`src/rtl/spd_pkg.sv`:
```
// ----------------------------------------------------------------------------
// spd_pkg
// Shared constants, lane row layout and result record for the swing pivot
// detector.
// ----------------------------------------------------------------------------
package spd_pkg;

  localparam int PIVOT_LEFT  = 2;
  localparam int PIVOT_RIGHT = 2;
  localparam int LANE_COUNT  = 4;
  localparam int PRICE_BITS  = 32;

  localparam int WIN_SIZE = PIVOT_LEFT + PIVOT_RIGHT + 1;
  localparam int FILL_W   = $clog2(WIN_SIZE + 1);
  localparam int LANE_W   = 2;

  typedef logic [PRICE_BITS-1:0] price_t;
  typedef logic [LANE_W-1:0]     lane_t;
  typedef logic [FILL_W-1:0]     fill_t;

  typedef enum logic [1:0] {
    LABEL_NONE   = 2'd0,
    LABEL_HIGHER = 2'd1,
    LABEL_LOWER  = 2'd2
  } label_t;

  // One memory row holds everything a lane keeps; window is oldest first.
  typedef struct packed {
    price_t [WIN_SIZE-1:0] highs;
    price_t [WIN_SIZE-1:0] lows;
    fill_t                 fill;
    price_t                prev_high;
    logic                  prev_high_vld;
    price_t                prev_low;
    logic                  prev_low_vld;
  } lane_row_t;

  typedef struct packed {
    logic   high_found;
    label_t high_label;
    price_t high_price;
    logic   low_found;
    label_t low_label;
    price_t low_price;
    lane_t  lane;
  } result_t;

endpackage

```
`src/rtl/spd_in_if.sv`:
```
// ----------------------------------------------------------------------------
// spd_in_if
// Bar channel: valid/ready handshake with lane tag and bar high/low prices.
// ----------------------------------------------------------------------------
interface spd_in_if;
  logic                  valid;
  logic                  ready;
  spd_pkg::lane_t        lane;
  spd_pkg::price_t       bar_high;
  spd_pkg::price_t       bar_low;

  modport source (output valid, output lane, output bar_high, output bar_low, input ready);
  modport sink   (input valid, input lane, input bar_high, input bar_low, output ready);
endinterface

```
`src/rtl/spd_out_if.sv`:
```
// ----------------------------------------------------------------------------
// spd_out_if
// Pivot result channel: valid/ready handshake with swing high/low findings.
// ----------------------------------------------------------------------------
interface spd_out_if;
  logic                  valid;
  logic                  ready;
  logic                  swing_high_found;
  logic [1:0]            swing_high_label;
  spd_pkg::price_t       swing_high_price;
  logic                  swing_low_found;
  logic [1:0]            swing_low_label;
  spd_pkg::price_t       swing_low_price;
  spd_pkg::lane_t        result_lane;

  modport source (output valid, output swing_high_found, output swing_high_label,
                  output swing_high_price, output swing_low_found, output swing_low_label,
                  output swing_low_price, output result_lane, input ready);
  modport sink   (input valid, input swing_high_found, input swing_high_label,
                  input swing_high_price, input swing_low_found, input swing_low_label,
                  input swing_low_price, input result_lane, output ready);
endinterface

```
`src/rtl/spd_lane_ram.sv`:
```
// ----------------------------------------------------------------------------
// spd_lane_ram
// Per-lane state memory, one row per lane, registered read. A row valid bit
// per lane makes a never-written row read back as the reset state.
// ----------------------------------------------------------------------------
module spd_lane_ram (
  input  logic               clk,
  input  logic               rst,
  input  logic               rd_en,
  input  spd_pkg::lane_t     rd_addr,
  output spd_pkg::lane_row_t rd_row,
  input  logic               wr_en,
  input  spd_pkg::lane_t     wr_addr,
  input  spd_pkg::lane_row_t wr_row
);

  spd_pkg::lane_row_t              mem [spd_pkg::LANE_COUNT];
  spd_pkg::lane_row_t              rd_q;
  logic                            rd_vld;
  logic [spd_pkg::LANE_COUNT-1:0]  row_vld;

  always_ff @(posedge clk) begin
    if (wr_en) begin
      mem[wr_addr] <= wr_row;
    end
    if (rd_en) begin
      rd_q   <= mem[rd_addr];
      rd_vld <= row_vld[rd_addr];
    end
  end

  always_ff @(posedge clk) begin
    if (rst) begin
      row_vld <= '0;
    end else if (wr_en) begin
      row_vld[wr_addr] <= 1'b1;
    end
  end

  // Window contents of an unwritten row are never looked at.
  always_comb begin
    rd_row = rd_q;
    if (!rd_vld) begin
      rd_row.fill          = '0;
      rd_row.prev_high     = '0;
      rd_row.prev_high_vld = 1'b0;
      rd_row.prev_low      = '0;
      rd_row.prev_low_vld  = 1'b0;
    end
  end

endmodule

```
`src/rtl/spd_pivot_eval.sv`:
```
// ----------------------------------------------------------------------------
// spd_pivot_eval
// Shifts the new bar into a lane row, tests the middle bar against its
// neighbours and labels any swing against the lane's previous one.
// ----------------------------------------------------------------------------
module spd_pivot_eval (
  input  spd_pkg::lane_t     lane,
  input  spd_pkg::price_t    bar_high,
  input  spd_pkg::price_t    bar_low,
  input  spd_pkg::lane_row_t old_row,
  output spd_pkg::lane_row_t new_row,
  output logic               wr_en,
  output spd_pkg::result_t   res
);

  logic            lane_ok;
  logic            full;
  logic            is_high;
  logic            is_low;
  spd_pkg::price_t th;
  spd_pkg::price_t tl;

  assign lane_ok = ({1'b0, lane} < (spd_pkg::LANE_W + 1)'(spd_pkg::LANE_COUNT));
  assign wr_en   = lane_ok;

  always_comb begin
    new_row = old_row;
    for (int k = 0; k < spd_pkg::WIN_SIZE - 1; k++) begin
      new_row.highs[k] = old_row.highs[k+1];
      new_row.lows[k]  = old_row.lows[k+1];
    end
    new_row.highs[spd_pkg::WIN_SIZE-1] = bar_high;
    new_row.lows[spd_pkg::WIN_SIZE-1]  = bar_low;
    if (old_row.fill < spd_pkg::FILL_W'(spd_pkg::WIN_SIZE)) begin
      new_row.fill = old_row.fill + spd_pkg::FILL_W'(1);
    end
    full = (new_row.fill == spd_pkg::FILL_W'(spd_pkg::WIN_SIZE));

    th      = new_row.highs[spd_pkg::PIVOT_LEFT];
    tl      = new_row.lows[spd_pkg::PIVOT_LEFT];
    is_high = 1'b1;
    is_low  = 1'b1;
    for (int k = 0; k < spd_pkg::WIN_SIZE; k++) begin
      if (k != spd_pkg::PIVOT_LEFT) begin
        if (!(th > new_row.highs[k])) is_high = 1'b0;
        if (!(tl < new_row.lows[k]))  is_low  = 1'b0;
      end
    end

    res      = '0;
    res.lane = lane;
    if (lane_ok && full && is_high) begin
      res.high_found = 1'b1;
      res.high_price = th;
      if (!old_row.prev_high_vld) begin
        res.high_label = spd_pkg::LABEL_NONE;
      end else if (th > old_row.prev_high) begin
        res.high_label = spd_pkg::LABEL_HIGHER;
      end else begin
        res.high_label = spd_pkg::LABEL_LOWER;
      end
      new_row.prev_high     = th;
      new_row.prev_high_vld = 1'b1;
    end
    if (lane_ok && full && is_low) begin
      res.low_found = 1'b1;
      res.low_price = tl;
      if (!old_row.prev_low_vld) begin
        res.low_label = spd_pkg::LABEL_NONE;
      end else if (tl > old_row.prev_low) begin
        res.low_label = spd_pkg::LABEL_HIGHER;
      end else begin
        res.low_label = spd_pkg::LABEL_LOWER;
      end
      new_row.prev_low     = tl;
      new_row.prev_low_vld = 1'b1;
    end
  end

endmodule

```
`src/rtl/swing_pivot_detector_core.sv`:
```
// ----------------------------------------------------------------------------
// swing_pivot_detector_core
// Fractal swing pivot detector over several timeframe lanes, lane state kept
// in a row memory with read, evaluate and write-back.
// ----------------------------------------------------------------------------
//   port       dir   payload                                  transaction
//   bar_in     in    lane, bar_high, bar_low                  one closed bar
//   pivot_out  out   swing high/low found, label, price, lane one result per bar
//
// One bar per cycle sustained while results are taken; the lane row is read
// at the accepting edge, and evaluation and write-back finish as the bar leaves
// stage 1, which also loads the result register that presents the result.
// A bar on the lane written in the cycle of its read picks up the row from
// the forwarding register. Reset is synchronous and needs no clearing pass.
// A stalled result holds one bar in evaluation; bar_in then takes no more.
// ----------------------------------------------------------------------------
module swing_pivot_detector_core (
  input logic      clk,
  input logic      rst,
  spd_in_if.sink   bar_in,
  spd_out_if.source pivot_out
);

  logic               in_acc;
  logic               s1_valid;
  logic               s1_adv;
  logic               s1_fwd;
  spd_pkg::lane_t     s1_lane;
  spd_pkg::price_t    s1_high;
  spd_pkg::price_t    s1_low;
  spd_pkg::lane_row_t rd_row;
  spd_pkg::lane_row_t fwd_row;
  spd_pkg::lane_row_t old_row;
  spd_pkg::lane_row_t new_row;
  logic               eval_wr;
  logic               wr_fire;
  spd_pkg::result_t   eval_res;
  spd_pkg::result_t   out_res;
  logic               out_valid;

  assign s1_adv       = s1_valid && (!out_valid || pivot_out.ready);
  assign bar_in.ready = !s1_valid || s1_adv;
  assign in_acc       = bar_in.valid && bar_in.ready;
  assign wr_fire      = s1_adv && eval_wr;
  assign old_row      = s1_fwd ? fwd_row : rd_row;

  spd_lane_ram u_ram (
    .clk     (clk),
    .rst     (rst),
    .rd_en   (in_acc),
    .rd_addr (bar_in.lane),
    .rd_row  (rd_row),
    .wr_en   (wr_fire),
    .wr_addr (s1_lane),
    .wr_row  (new_row)
  );

  spd_pivot_eval u_eval (
    .lane     (s1_lane),
    .bar_high (s1_high),
    .bar_low  (s1_low),
    .old_row  (old_row),
    .new_row  (new_row),
    .wr_en    (eval_wr),
    .res      (eval_res)
  );

  always_ff @(posedge clk) begin
    if (rst) begin
      s1_valid  <= 1'b0;
      out_valid <= 1'b0;
    end else begin
      if (in_acc) begin
        s1_valid <= 1'b1;
      end else if (s1_adv) begin
        s1_valid <= 1'b0;
      end
      if (s1_adv) begin
        out_valid <= 1'b1;
      end else if (pivot_out.ready) begin
        out_valid <= 1'b0;
      end
    end
  end

  always_ff @(posedge clk) begin
    if (in_acc) begin
      s1_lane <= bar_in.lane;
      s1_high <= bar_in.bar_high;
      s1_low  <= bar_in.bar_low;
      // memory read races the write-back on this edge: take the written row
      s1_fwd  <= wr_fire && (s1_lane == bar_in.lane);
    end
    if (wr_fire) begin
      fwd_row <= new_row;
    end
    if (s1_adv) begin
      out_res <= eval_res;
    end
  end

  assign pivot_out.valid            = out_valid;
  assign pivot_out.swing_high_found = out_res.high_found;
  assign pivot_out.swing_high_label = out_res.high_label;
  assign pivot_out.swing_high_price = out_res.high_price;
  assign pivot_out.swing_low_found  = out_res.low_found;
  assign pivot_out.swing_low_label  = out_res.low_label;
  assign pivot_out.swing_low_price  = out_res.low_price;
  assign pivot_out.result_lane      = out_res.lane;

endmodule

```
`src/flat_wrapper.sv`:
```
// flat-port wrapper written by rule: the top's interface ports become plain ports
module swing_pivot_detector_core_flat 
  (clk, rst, bar_in_valid, bar_in_lane, bar_in_bar_high, bar_in_bar_low, bar_in_ready, pivot_out_valid, pivot_out_swing_high_found, pivot_out_swing_high_label, pivot_out_swing_high_price, pivot_out_swing_low_found, pivot_out_swing_low_label, pivot_out_swing_low_price, pivot_out_result_lane, pivot_out_ready);
  spd_in_if bar_in_i ();
  spd_out_if pivot_out_i ();
  input logic clk;
  input logic rst;
  input wire logic [$bits(bar_in_i.valid)-1:0] bar_in_valid;
  input wire logic [$bits(bar_in_i.lane)-1:0] bar_in_lane;
  input wire logic [$bits(bar_in_i.bar_high)-1:0] bar_in_bar_high;
  input wire logic [$bits(bar_in_i.bar_low)-1:0] bar_in_bar_low;
  output wire logic [$bits(bar_in_i.ready)-1:0] bar_in_ready;
  output wire logic [$bits(pivot_out_i.valid)-1:0] pivot_out_valid;
  output wire logic [$bits(pivot_out_i.swing_high_found)-1:0] pivot_out_swing_high_found;
  output wire logic [$bits(pivot_out_i.swing_high_label)-1:0] pivot_out_swing_high_label;
  output wire logic [$bits(pivot_out_i.swing_high_price)-1:0] pivot_out_swing_high_price;
  output wire logic [$bits(pivot_out_i.swing_low_found)-1:0] pivot_out_swing_low_found;
  output wire logic [$bits(pivot_out_i.swing_low_label)-1:0] pivot_out_swing_low_label;
  output wire logic [$bits(pivot_out_i.swing_low_price)-1:0] pivot_out_swing_low_price;
  output wire logic [$bits(pivot_out_i.result_lane)-1:0] pivot_out_result_lane;
  input wire logic [$bits(pivot_out_i.ready)-1:0] pivot_out_ready;
  assign bar_in_i.valid = bar_in_valid;
  assign bar_in_i.lane = bar_in_lane;
  assign bar_in_i.bar_high = bar_in_bar_high;
  assign bar_in_i.bar_low = bar_in_bar_low;
  assign bar_in_ready = bar_in_i.ready;
  assign pivot_out_valid = pivot_out_i.valid;
  assign pivot_out_swing_high_found = pivot_out_i.swing_high_found;
  assign pivot_out_swing_high_label = pivot_out_i.swing_high_label;
  assign pivot_out_swing_high_price = pivot_out_i.swing_high_price;
  assign pivot_out_swing_low_found = pivot_out_i.swing_low_found;
  assign pivot_out_swing_low_label = pivot_out_i.swing_low_label;
  assign pivot_out_swing_low_price = pivot_out_i.swing_low_price;
  assign pivot_out_result_lane = pivot_out_i.result_lane;
  assign pivot_out_i.ready = pivot_out_ready;
  swing_pivot_detector_core u_core (.clk(clk), .rst(rst), .bar_in(bar_in_i), .pivot_out(pivot_out_i));
endmodule
```
`config.mk`:
```
export PLATFORM = sky130hd
export DESIGN_NAME = swing_pivot_detector_core_flat
export DESIGN_NICKNAME = d
export VERILOG_FILES = /design/src/rtl/spd_pkg.sv /design/src/rtl/spd_in_if.sv /design/src/rtl/spd_out_if.sv /design/src/rtl/spd_lane_ram.sv /design/src/rtl/spd_pivot_eval.sv /design/src/rtl/swing_pivot_detector_core.sv /design/src/flat_wrapper.sv
export SDC_FILE = /design/constraint.sdc
export NUM_CORES = 2
export LEC_CHECK = 0
export BUFFER_PORTS_ARGS = -buffer_cell sky130_fd_sc_hd__buf_4
export CAP_MARGIN = 30
export CORE_ASPECT_RATIO = 1.75
export CORE_MARGIN = 4
export CORE_UTILIZATION = 56
export DETAILED_ROUTE_END_ITERATION = 7
export GPL_TIMING_DRIVEN = 0
export PLACE_DENSITY = 0.8
export SETUP_SLACK_MARGIN = 0.15
export SYNTH_ARGS = -nofsm -noshare
export SYNTH_HDL_FRONTEND = slang
export SYNTH_SLANG_ARGS = --single-unit
```
`constraint.sdc`:
```
create_clock -name clk -period 26.9 [get_ports clk]
set_input_delay 2.69 -clock clk [delete_from_list [all_inputs] [get_ports clk]]
set_output_delay 2.69 -clock clk [all_outputs]
set_load 0.1 [all_outputs]
```
* Yosys cells after proc, flatten, opt, wreduce, memory -nomap -nowiden
Memory sizes are Yosys's and may differ from the RTL's. A register that Yosys moved wholly into a read port is not among the register bits. Index checks and enable logic that the tools add are counted.
Word-level totals: register bits 535, bits in writable memories 1556, bits of input ports 70, output and inout bits 74, word-level logic and storage cells 92, memories 1
Memories:
- u_core.u_ram.mem | depth 4, bits a word 389, rd ports 1, clocked after Yosys merged registers in 1, write ports 1, RTL line spd_lane_ram.sv:17 | spd_pkg::lane_row_t mem [spd_pkg::LANE_COUNT];
Cells by class: add/sub/neg operators 1, magnitude comparators 14, equality and inequality tests 2, mux-type cells 29, bitwise gates (word level) 1, reduce and logical (&&, ||, !) cells 14
Operator list (count):
- $mux W389 | 1
- $gt A32 B32 Y1 | 6
- $lt A32 B32 Y1 | 4
- $mux W35 | 2
- $mux W69 | 1
- $mux W33 | 2
- $mux W1 | 16
- $mux W2 | 4
- $logic_and A1 B1 Y1 | 6
- $lt A2 B3 Y1 const B | 2
- $or A4 B4 Y4 | 1
- $reduce_and A2 Y1 | 2
- $reduce_bool A2 Y1 | 2
- $add A3 B1 Y3 const B | 1
- $eq A3 B3 Y1 const B | 1
- $lt A3 B3 Y1 const B | 1
- $mux W3 | 1
- $bmux W1 S2 | 1
- $demux W1 S2 | 1
- $eq A2 B2 Y1 | 1
- $ge A2 B1 Y1 const B | 1
- $logic_not A1 Y1 | 2
- $logic_or A1 B1 Y1 | 2

* Logic depth before layout (Yosys ltp)
depth after elaboration 9, gate-level depth with buffers 18, mapped depth without buffers 11

* By module
A second synthesis with hierarchy kept.
Second synthesis, totals: cells, all modules 5405, area total of the unflattened synthesis 104403.9 um^2
Modules (own cells, without submodules):
- spd_lane_ram | times used 1, cells an instance 2834, area an instance 70750.4 um^2, seq. area each 58516.1 um^2
- swing_pivot_detector_core | times used 1, cells an instance 975, area an instance 21943.5 um^2, seq. area each 15895.2 um^2
- spd_pivot_eval | times used 1, cells an instance 1596, area an instance 11710.0 um^2, seq. area each 0.0 um^2

* Least setup slack after synthesis
OpenSTA, ideal clock, no wires.
kind input to register, start point input pivot_out_ready, end point memory u_core.u_ram.mem[1][0] (netlist name), enable pin, setup time 1.479 ns, data arrival time 26.412 ns, required time 25.421 ns, slack -0.992 ns, stages 3, buffers on the path 0, cells stage by stage nor2b_1 nand2b_1 nor3b_1
Between the ends: cells in the longest elaborated chain, start to end 4
RTL lines:
- from (decl) | RTL line flat_wrapper.sv:21 | input wire logic [$bits(pivot_out_i.ready)-1:0] pivot_out_ready;
- $logic_or A1 B1 Y1 | RTL line swing_pivot_detector_core.sv:41 | assign s1_adv = s1_valid && (!out_valid || pivot_out.ready);
- $logic_and A1 B1 Y1 | RTL line swing_pivot_detector_core.sv:41
- $mux W1 | RTL line spd_lane_ram.sv:23 | if (wr_en) begin
- $mux W1 (implied by the code) | RTL line spd_lane_ram.sv:24 | mem[wr_addr] <= wr_row;
- to (decl) | RTL line spd_lane_ram.sv:17
No other way between the ends.

==> metrics.md <==
| Metric | Value |
|---|---|
| Post-CTS sizing | `0` |
| Hold_sp | `u_core.u_ram.row_vld[0]` |
| Initial antenna violation count | `6` |
| Cts hold-fix bufs | `0` |
| Most frequent CP cell | `buf_2` |
| Worst-path maximum fanout | `10` |
| Post-route DRC | `0` |
| Total wire length | `191000 um` |
| Minimum clock period | `7.71 ns` |
| PD cells | `73.3 mW/mm^2` |
| Vias | `41400` |
| Setup bufs post-CTS | `0` |
| Distinct cell type count after synthesis | `59` |
| Worst slew pin tran | `1.10 ns` |
| Outcome | `complete, no violations` |
| Post-synth EDFFs | `2090` |
| Cts bufs inserted | `176` |
| Synth area leaders | `edfxtp_1 76%, mux4_2 8.8%, ha_1 4.8%, mux2i_1 3.8%, inv_1 1.2%` |
| Post-DP HPWL | `127000 um` |
| Multi-input logic area | `0.0185 sq mm` |
| # IOs | `144` |
| Worst r2r dst | `u_core.u_ram.mem[0][55]` |
| Vias in the first global route | `44200` |
| Die W | `299 um` |
| Pleak | `33.6 nW` |
| Post-route worst setup slack | `19.19 ns` |
| Max-slew headroom | `0.264` |
| Die Ht | `517 um` |
| Clock Skew | `0.0305 ns` |
| Row cnt | `186` |
| CTS max path bufs | `3` |
| Die area | `0.155 sq mm` |
| Hold Crit Class | `reg -> reg` |
| Pre-antenna DRT Iters | `7` |
| RePlAce Congestion | `0.841` |
| Max_cap viols | `0` |
| Final setup fails | `0` |
| Global-route congestion overflow total | `0` |
| #FFs+latches synth | `2096` |
| Unrepaired setup endpoints after global routing | `no` |
| Setup TNS | `0 ns` |
| Reg-to-reg slack, setup | `19.19 ns` |
| Mapped Cells | `4106` |
| Storage cell area | `0.0629 sq mm` |
| Overall Global Routing Usage | `0.249` |
| Critical-path top delay cell | `nor4_1` |
| Synthesized area | `0.0830 sq mm` |
| Initial Utilization | `0.564` |
| Synthesized Nets | `4493` |
| First-pass GRT wire length | `283000 um` |
| Largest stage delay, worst path | `0.93 ns` |
| F_max | `130 MHz` |
| Final Util | `0.645` |
| Crit path cell chain | `buf_2 > buf_2 > clkbuf_1 > buf_2 > mux2i_1 > inv_1 > ha_1 > nand4_1 > nor4_1 > nand2_1 > o211ai_1 > a31oi_1 > or4_1 > buf_4 > buf_6 > mux2i_1` |
| Worst r2r src | `u_core.s1_fwd` |
| Critical Path AT | `8.25 ns` |
| Most common flop cell mapped by yosys | `edfxtp_1` |
| Worst-skew pair later-pin latency | `0.82 ns` |
| DR WL/cell | `28.5 um` |
| Post-route ant nets | `0` |
| Initial DRC Count | `4413` |
| Port Buffers | `143` |
| VDD IR max | `0.0675 mV` |
| NumNets Final | `4962` |
| Seq/Total Area, Yosys | `0.758` |
| Area grow syn2layout | `14.4%` |
| Cell taking the most area after synthesis | `edfxtp_1` |
| Top delay family on crit path | `buffers and inverters` |
| H-tree levels | `4` |
| Max-slew violations | `0` |
| CTS clk-pin slew, worst paths | `0.07 ns` |
| Post-Layout Inst Area | `0.0949 sq mm` |
| Sink Count | `2096` |
| Final hold vios | `0` |
| Setup CP Type | `reg -> reg` |
| Vias/cell | `6.18` |
| Area of the core | `0.147 sq mm` |
| Share of synthesized registers carrying an async set or reset | `0` |
| Hold Path Sink | `u_core.u_ram.row_vld[0]` |
| Crit end category | `flop` |
| Fillers | `9392` |
| Req. time, crit path | `27.44 ns` |
| Worst reg-to-reg path cell count | `16` |
| Clk root buf | `clkbuf_16` |
| Synth Warn # | `0` |
| Largest net degree at the start of global routing | `109` |
| Post-Syn Area per Cell | `20.2 sq um` |
| Dpl cell area | `0.0890 sq mm` |
| Top cell type's share of synthesized area | `0.756` |
| Min-Delay Path Depth | `2` |
| Crit path buf inv count | `7` |
| Nature of the critical path startpoint | `flop` |
| Final Cycle Share | `0.287` |
| Pre-CTS WS | `19.47 ns` |
| TritonCTS clock tree | `done` |
| Layout cells sized above 1 | `0.200` |
layer usage:
layer | vias to the layer above | part of all wire | GRT usage
met1 | 21300 | 0.33 | 0.286
met2 | 2028 | 0.53 | 0.443
met5 | - | 0.00015 | 0
met4 | 4 | 0.071 | 0.149
li1 | 17500 | - | -
met3 | 577 | 0.065 | 0.0363
cell type report:
| cell class | instances | area share |
|---|---|---|
| Sequential cell | 2096 | 0.662 |
| Multi-Input combinational cell | 1616 | 0.195 |
| Clock buffer | 207 | 0.0479 |
| Timing Repair Buffer | 291 | 0.0376 |
| Tap cell | 1974 | 0.0260 |
| Clock inverter | 120 | 0.0138 |
| Inverter | 262 | 0.0104 |
| Buffer | 132 | 0.00637 |
| Antenna cell | 2 | 0.0000527 |
registers in the layout, indices dropped and copies added (netlist names):
name                               flops
u_core.fwd_row                       325
u_core.pivot_out.result_lane           2
u_core.pivot_out.swing_high_found      1
u_core.pivot_out.swing_high_label      2
u_core.pivot_out.swing_high_price     32
u_core.pivot_out.swing_low_found       1
u_core.pivot_out.swing_low_label       2
u_core.pivot_out.swing_low_price      32
u_core.pivot_out.valid                 1
u_core.s1_fwd                          1
u_core.s1_high                        32
u_core.s1_lane                         2
u_core.s1_low                         32
u_core.s1_valid                        1
u_core.u_ram.mem                    1300
u_core.u_ram.rd_q                     69
u_core.u_ram.rd_row                  256
u_core.u_ram.rd_vld                    1
u_core.u_ram.row_vld                   4
power breakdown:
group / internal, W / switching [W] / leakage (nW)
Clock: 0.00142 / 0.00117 / 2.83
Combinational: 0.000203 / 0.000377 / 11.3
Sequential: 0.00375 / 0.0000390 / 19.5
stage by stage:
stage / instances / power, W / hold WS, ns
finish: 6700 / 0.00696 / 0.481
detailed placement: 6367 / 0.00442 / 0.476
global route: 6699 / 0.00718 / 0.516
global placement: 6223 / 0.00444 / 0.446
CTS: 6694 / 0.00699 / 0.486
floorplan: 4106 / 0.00423 / 0.435
worst reg2reg max path, stage by stage (launching register included):
cell and delay (ns):
edfxtp_1 0.32, buf_2 0.20, buf_2 0.31, clkbuf_1 0.77, buf_2 0.86, mux2i_1 0.62
inv_1 0.47, ha_1 0.42, nand4_1 0.19, nor4_1 0.93, nand2_1 0.30, o211ai_1 0.41
a31oi_1 0.24, or4_1 0.53, buf_4 0.20, buf_6 0.17, mux2i_1 0.48
synthesized netlist by cell type, drive strengths merged, types with 5 or more instances:
| cell type | count |
|---|---|
| edfxtp | 2090 |
| mux4 | 326 |
| ha | 317 |
| mux2i | 312 |
| inv | 262 |
| nor2 | 114 |
| a21oi | 89 |
| buf | 75 |
| a22oi | 68 |
| a21o | 62 |
| clkbuf | 57 |
| nand2 | 56 |
| nand4 | 51 |
| o21ai | 46 |
| nand3 | 20 |
| nor3 | 19 |
| a211oi | 18 |
| nor2b | 16 |
| o211ai | 13 |
| o21a | 9 |
| a221oi | 7 |
| mux2 | 7 |
| dfxtp | 6 |
| a211o | 5 |
| a31oi | 5 |
| and3 | 5 |
| nor4 | 5 |
layout by cell type, fill, tap and decap left out, types with 21 or more instances in the layout:
| cell type | count |
|---|---|
| bufinv_16 | 21 |
| nor2_1 | 85 |
| a21oi_1 | 88 |
| mux2i_1 | 312 |
| o21ai_0 | 46 |
| clkinv_1 | 42 |
| buf_4 | 151 |
| a22oi_1 | 68 |
| clkinv_2 | 28 |
| nand2_1 | 56 |
| clkbuf_1 | 86 |
| clkbuf_16 | 177 |
| a21o_1 | 62 |
| mux4_2 | 326 |
| buf_1 | 54 |
| edfxtp_1 | 2090 |
| inv_1 | 260 |
| nor2_4 | 29 |
| buf_6 | 34 |
| buf_16 | 32 |
| buf_8 | 63 |
| ha_1 | 317 |
| nand4_1 | 51 |
kinds of logic (layout without fill, tap and decap cells):
logic type,count (synthesis),after routing,share of synthesized area
compound gates,346,346,0.0278
xor+xnor,2,2,0.000211
buf+inv,394,1012,0.0191
simple gates,306,306,0.0203
flops,2096,2096,0.758
mux,645,645,0.127
other cells,0,2,0
fa+ha+maj,317,317,0.0478
worst max-delay path by stage:
stage	from	end	slack, ns	cells after the start
floorplan	pivot_out_ready	u_core.u_ram.mem[0][0]	0.64	3
global placement	pivot_out_ready	u_core.u_ram.mem[0][119]	-19.47	4
detailed placement	u_core.s1_fwd	u_core.pivot_out.swing_low_label[0]	19.47	15
CTS	u_core.s1_fwd	u_core.u_ram.mem[0][55]	19.43	16
global route	u_core.s1_fwd	u_core.u_ram.mem[0][55]	19.25	16
finish	u_core.s1_fwd	u_core.u_ram.mem[0][55]	19.19	16
No activity file was read; power rests on OpenSTA's default activity.
